==> src/hw/rtl/ttb_pkg.sv <==
// Shared types and constants of the triangle tangent/bitangent block.
package ttb_pkg;

  typedef enum logic [6:0] {
    S_IDLE = 7'b0000001,
    S_MUL0 = 7'b0000010,
    S_MUL1 = 7'b0000100,
    S_CHK  = 7'b0001000,
    S_DIV  = 7'b0010000,
    S_SAT  = 7'b0100000,
    S_DONE = 7'b1000000
  } ttb_state_e;

  localparam logic [2:0] TGT_DET     = 3'd0;
  localparam logic [2:0] TGT_TAN_X   = 3'd1;
  localparam logic [2:0] TGT_TAN_Y   = 3'd2;
  localparam logic [2:0] TGT_TAN_Z   = 3'd3;
  localparam logic [2:0] TGT_BITAN_X = 3'd4;
  localparam logic [2:0] TGT_BITAN_Y = 3'd5;
  localparam logic [2:0] TGT_BITAN_Z = 3'd6;

  typedef struct packed {
    logic       store_corner;
    logic       corner_sel;
    logic       capture;
    logic       mul_en;
    logic       mul_phase;
    logic [2:0] target;
    logic       det_wr;
    logic       div_start;
    logic       div_step;
    logic       res_wr;
    logic       load_out;
    logic       degen;
  } ttb_cmd_t;

  typedef struct packed {
    logic det_zero;
    logic div_done;
  } ttb_status_t;

endpackage

==> src/hw/rtl/ttb_ctrl.sv <==
// Sequencing state machine of the tangent/bitangent block.
module ttb_ctrl
  import ttb_pkg::*;
(
  input  logic        clk_i,
  input  logic        rst_ni,
  input  logic        in_valid_i,
  output logic        in_ready_o,
  output logic        out_valid_o,
  input  logic        out_ready_i,
  input  ttb_status_t status_i,
  output ttb_cmd_t    cmd_o
);

  ttb_state_e state_q, state_d;
  logic [1:0] cnt_q, cnt_d;
  logic [2:0] tgt_q, tgt_d;
  logic       degen_q, degen_d;
  logic       out_valid_q, out_valid_d;

  always_comb begin
    cmd_o       = '0;
    cmd_o.target = tgt_q;
    cmd_o.degen = degen_q;
    state_d     = state_q;
    cnt_d       = cnt_q;
    tgt_d       = tgt_q;
    degen_d     = degen_q;
    out_valid_d = out_valid_q & ~out_ready_i;
    case (state_q)
      S_IDLE: begin
        if (in_valid_i) begin
          if (cnt_q < 2'd2) begin
            cmd_o.store_corner = 1'b1;
            cmd_o.corner_sel   = cnt_q[0];
            cnt_d              = cnt_q + 2'd1;
          end else begin
            cmd_o.capture = 1'b1;
            cnt_d         = '0;
            tgt_d         = TGT_DET;
            state_d       = S_MUL0;
          end
        end
      end
      S_MUL0: begin
        cmd_o.mul_en = 1'b1;
        state_d      = S_MUL1;
      end
      S_MUL1: begin
        cmd_o.mul_en    = 1'b1;
        cmd_o.mul_phase = 1'b1;
        state_d         = S_CHK;
      end
      S_CHK: begin
        if (tgt_q == TGT_DET) begin
          cmd_o.det_wr = 1'b1;
          if (status_i.det_zero) begin
            degen_d = 1'b1;
            state_d = S_DONE;
          end else begin
            degen_d = 1'b0;
            tgt_d   = TGT_TAN_X;
            state_d = S_MUL0;
          end
        end else begin
          cmd_o.div_start = 1'b1;
          state_d         = S_DIV;
        end
      end
      S_DIV: begin
        cmd_o.div_step = 1'b1;
        if (status_i.div_done) begin
          state_d = S_SAT;
        end
      end
      S_SAT: begin
        cmd_o.res_wr = 1'b1;
        if (tgt_q == TGT_BITAN_Z) begin
          state_d = S_DONE;
        end else begin
          tgt_d   = tgt_q + 3'd1;
          state_d = S_MUL0;
        end
      end
      S_DONE: begin
        if (!out_valid_q || out_ready_i) begin
          cmd_o.load_out = 1'b1;
          out_valid_d    = 1'b1;
          state_d        = S_IDLE;
        end
      end
      default: state_d = S_IDLE;
    endcase
  end

  assign in_ready_o  = (state_q == S_IDLE);
  assign out_valid_o = out_valid_q;

  always_ff @(posedge clk_i or negedge rst_ni) begin
    if (!rst_ni) begin
      state_q     <= S_IDLE;
      cnt_q       <= '0;
      tgt_q       <= TGT_DET;
      degen_q     <= 1'b0;
      out_valid_q <= 1'b0;
    end else begin
      state_q     <= state_d;
      cnt_q       <= cnt_d;
      tgt_q       <= tgt_d;
      degen_q     <= degen_d;
      out_valid_q <= out_valid_d;
    end
  end

endmodule

==> config.mk <==
export PLATFORM = sky130hd
export DESIGN_NAME = ttb_ctrl
export DESIGN_NICKNAME = d
export VERILOG_FILES = /design/src/hw/rtl/ttb_pkg.sv /design/src/hw/rtl/ttb_ctrl.sv
export SDC_FILE = /design/constraint.sdc
export NUM_CORES = 1
export LEC_CHECK = 0
export ABC_AREA = 0
export BUFFER_PORTS_ARGS = -buffer_cell sky130_fd_sc_hd__buf_2
export CAP_MARGIN = 20
export CORE_MARGIN = 2
export CORE_UTILIZATION = 45
export DETAILED_ROUTE_END_ITERATION = 7
export HOLD_SLACK_MARGIN = 0.03
export PLACE_DENSITY = 0.76
export SETUP_SLACK_MARGIN = 0.3
export SYNTH_ARGS = -nofsm -noshare
export SYNTH_HDL_FRONTEND = slang
export SYNTH_SLANG_ARGS = --single-unit
==> constraint.sdc <==
create_clock -name clk_i -period 2.2 [get_ports clk_i]
set_input_delay 0.44 -clock clk_i [delete_from_list [all_inputs] [get_ports clk_i]]
set_output_delay 0.44 -clock clk_i [all_outputs]
set_load 0.1 [all_outputs]
==> metrics.cfg <==
[grt]
grt_pass1_vias = 823
grt_pass1_wl_mm = 3.85
antenna_found_initial = 0
grt_overflow = 0
grt_max_degree = 15
groute.usage.overall_pct = 25.5

[cells_and_area]
syn_to_final_growth_pct = 67.1
antenna_cells = 0
nNetsFinal = 138
final_cell_area_um2 = 1430
drive_gt1_share_pct = 58.6
final_common_cell = buf_4
fillers = 101
layout_common_cells = 16 x buf_4, 11 x buf_12, 10 x buf_2, 9 x dfrtp_1, 5 x a21oi_1

[setup_path]
critPathBufInv = 1
end_kind = output port
max_stage_delay_ns = 0.55
crit_path_start_kind = flip-flop
required_ns = 1.76
cp_data_arrival_time_ns = 1.92
critPathMaxFanout = 6
path_class = flip-flop to output port
worstSetupPathDepth = 4
critPathSlowestCell = or4_4
path_cells = or4_4, or3_4, nor2b_4, buf_12
rr_worst_depth = 6
crit_family = simple AND/OR/NAND/NOR gates

[routing]
num_vias = 842
drt_iter0_drc = 12
detail-route-antenna-nets = 0
via_per_inst = 5.50
wl_per_cell_um = 16.2
drc = 0
drt_wl_total_mm = 2.48
drt_pre_antenna_iters = 4

[clock_network]
insertion_delay_ns = 0.29
htree_levels = 1
tritoncts = yes
cts_made_buffers = 3
clock_path_buffers = 2
root_buffer = clkbuf_4
holdBufCountCts = 0
clock_sinks = 14
clk_pin_slew_ns = 0.09

[floorplan]
start_util_pct = 48.7
core_area_um2 = 1760
pin_count = 22
rows = 15
die_area_um2 = 2270
die_h_um = 47.7
die_x_um = 47.7

[run_status]
outcome = complete, but fails checks
violations = setup timing

[synth]
yosysSeqAreaShare_pct = 41.0
syn_nets = 102
syn_inst = 93
yosysWarningCount = 0
syn_area_um2 = 858
ys_ff_latch = 14
avgSynthCellArea_um2 = 9.23
yosys.cell_types.count = 38

[sta]
slew_violations = 0
fin_skew_ns = 0.00554
slew_headroom_pct = 67.9
layout_min_cycle_time_ns = 2.36
fmax_mhz = 423
rsz0062_at_grt = true
setup_ws_ns = -0.162
worstMarginPinSlew_ns = 0.485
finalSetupViolations = 7
period_share_pct = 107
hold_viol = 0

[placement]
dp.final_hpwl_mm = 1.73
io_buffer_count = 21
dpl_cell_area_um2 = 1280
gp_congestion = 0.809

[power]
power.total_mw = 1.63
peakVddDrop_v = 0.000885
power.density_nw_per_um2 = 1140
leakagePower_nw = 0.641

[job]
maxCapViolCount = 0

[min_path]
hold_class = input port to async pin

-- final timing paths --
kind	start	endpoint	slack, ns
max reg2reg	state_q[1]	tgt_q[1]	0.38
min in group clk_i	status_i[0]	state_q[4]	0.36
min	rst_ni	out_valid_o	0.03
max in group asynchronous	rst_ni	state_q[0]	1.87
max	state_q[0]	cmd_o[1]	-0.16
min reg2reg	cnt_q[0]	cnt_q[0]	0.55
-- Yosys cell counts, drive strengths merged --
library cell,number,share of area (%)
nor3,4,2.3
nand2,4,1.7
dfstp,1,3.1
nor2,6,2.6
nor2b,2,1.5
dfrtp,13,38
buf,5,3.9
o211ai,2,1.7
or2,1,0.73
o22ai,2,1.5
or4,2,2.6
xnor2,1,1.0
a211oi,1,1.5
or4b,1,1.6
nand2b,4,2.9
and2,3,2.2
or3,3,2.2
xor2,1,1.0
nand3b,1,0.87
a21o,1,0.87
inv,6,2.6
mux2,1,1.3
nand4,1,0.73
clkbuf,2,0.87
nor4b,2,2.8
a21oi,5,2.9
nor3b,1,0.87
a31oi,1,0.73
mux2i,1,1.2
ha,3,4.4
nand3,2,1.2
o21ai,4,2.3
nor4,3,2.2
and3,3,2.2
-- area by class of cell --
| cell class | count | area, µm² | share of cell area (%) |
|---|---|---|---|
| clock buffers | 4 | 36.3 | 2.53 |
| inverters | 6 | 30.0 | 2.09 |
| multi-input cells | 66 | 576 | 40.1 |
| flip-flops and latches | 14 | 359 | 25.0 |
| well taps | 25 | 31.3 | 2.18 |
| repair buffers | 38 | 402 | 28.0 |
-- flip-flops by register name, indices dropped and copies added (netlist names) --
| name | cells |
|---|---|
| tgt_q | 3 |
| state_q | 7 |
| out_valid_o | 1 |
| cnt_q | 2 |
| degen_q | 1 |
-- worst register-to-register path, cell delays in order, from the launching register on --
cell	delay (ns)
dfrtp_1	0.41
buf_4	0.18
nor4_1	0.29
o211ai_1	0.23
nor4b_2	0.37
buf_4	0.18
o21ai_1	0.06
-- repair_timing --
item                                    in CTS  in global routing
endpoints found under the setup margin      11                 12
pin swaps                                    6                  8
setup buffers                                7                  3
gates resized for setup                     10                  1
-- power by group --
group	switching [mW]	total, mW	internal (mW)
clock	0.0884	0.189	0.101
sequential	0.0572	0.369	0.312
combinational	0.614	1.07	0.455
-- per-layer routing --
layer  up-vias  wire (µm)  GRT usage [%]
li1        401          -              -
met5         -          0              0
met4         0         38           7.57
met3         6        105           4.91
met1       404       1010           28.3
met2        31       1330           48.9
-- through the flow --
stage                     std cells  TNS (ns)  util, %  setup WS, ns  hold slack [ns]
after floorplan                  93    -0.401        -        -0.127            0.144
after global placement          139         0     72.6         0.150            0.353
after detailed placement        139         0     72.6         0.129            0.354
after CTS                       150    -0.673     79.9        -0.160           0.0451
after global routing            153     -1.06     81.3        -0.196           0.0617
final                           153    -0.791     81.3        -0.162           0.0327
-- cells by family (layout without fill, tap and decap cells) --
family / count (synthesis) / count (layout) / share of synthesized area (%)
buffers and inverters: 13 / 48 / 7.43
DFF: 14 / 14 / 41.0
AOI/OAI and AO/OA: 16 / 16 / 11.5
adders and majority gates: 3 / 3 / 4.37
muxes: 2 / 2 / 2.48
and+or+nand+nor: 43 / 43 / 31.2
xor gates and xnor gates: 2 / 2 / 2.04
Note: power is estimated with default switching activity, not from simulation.
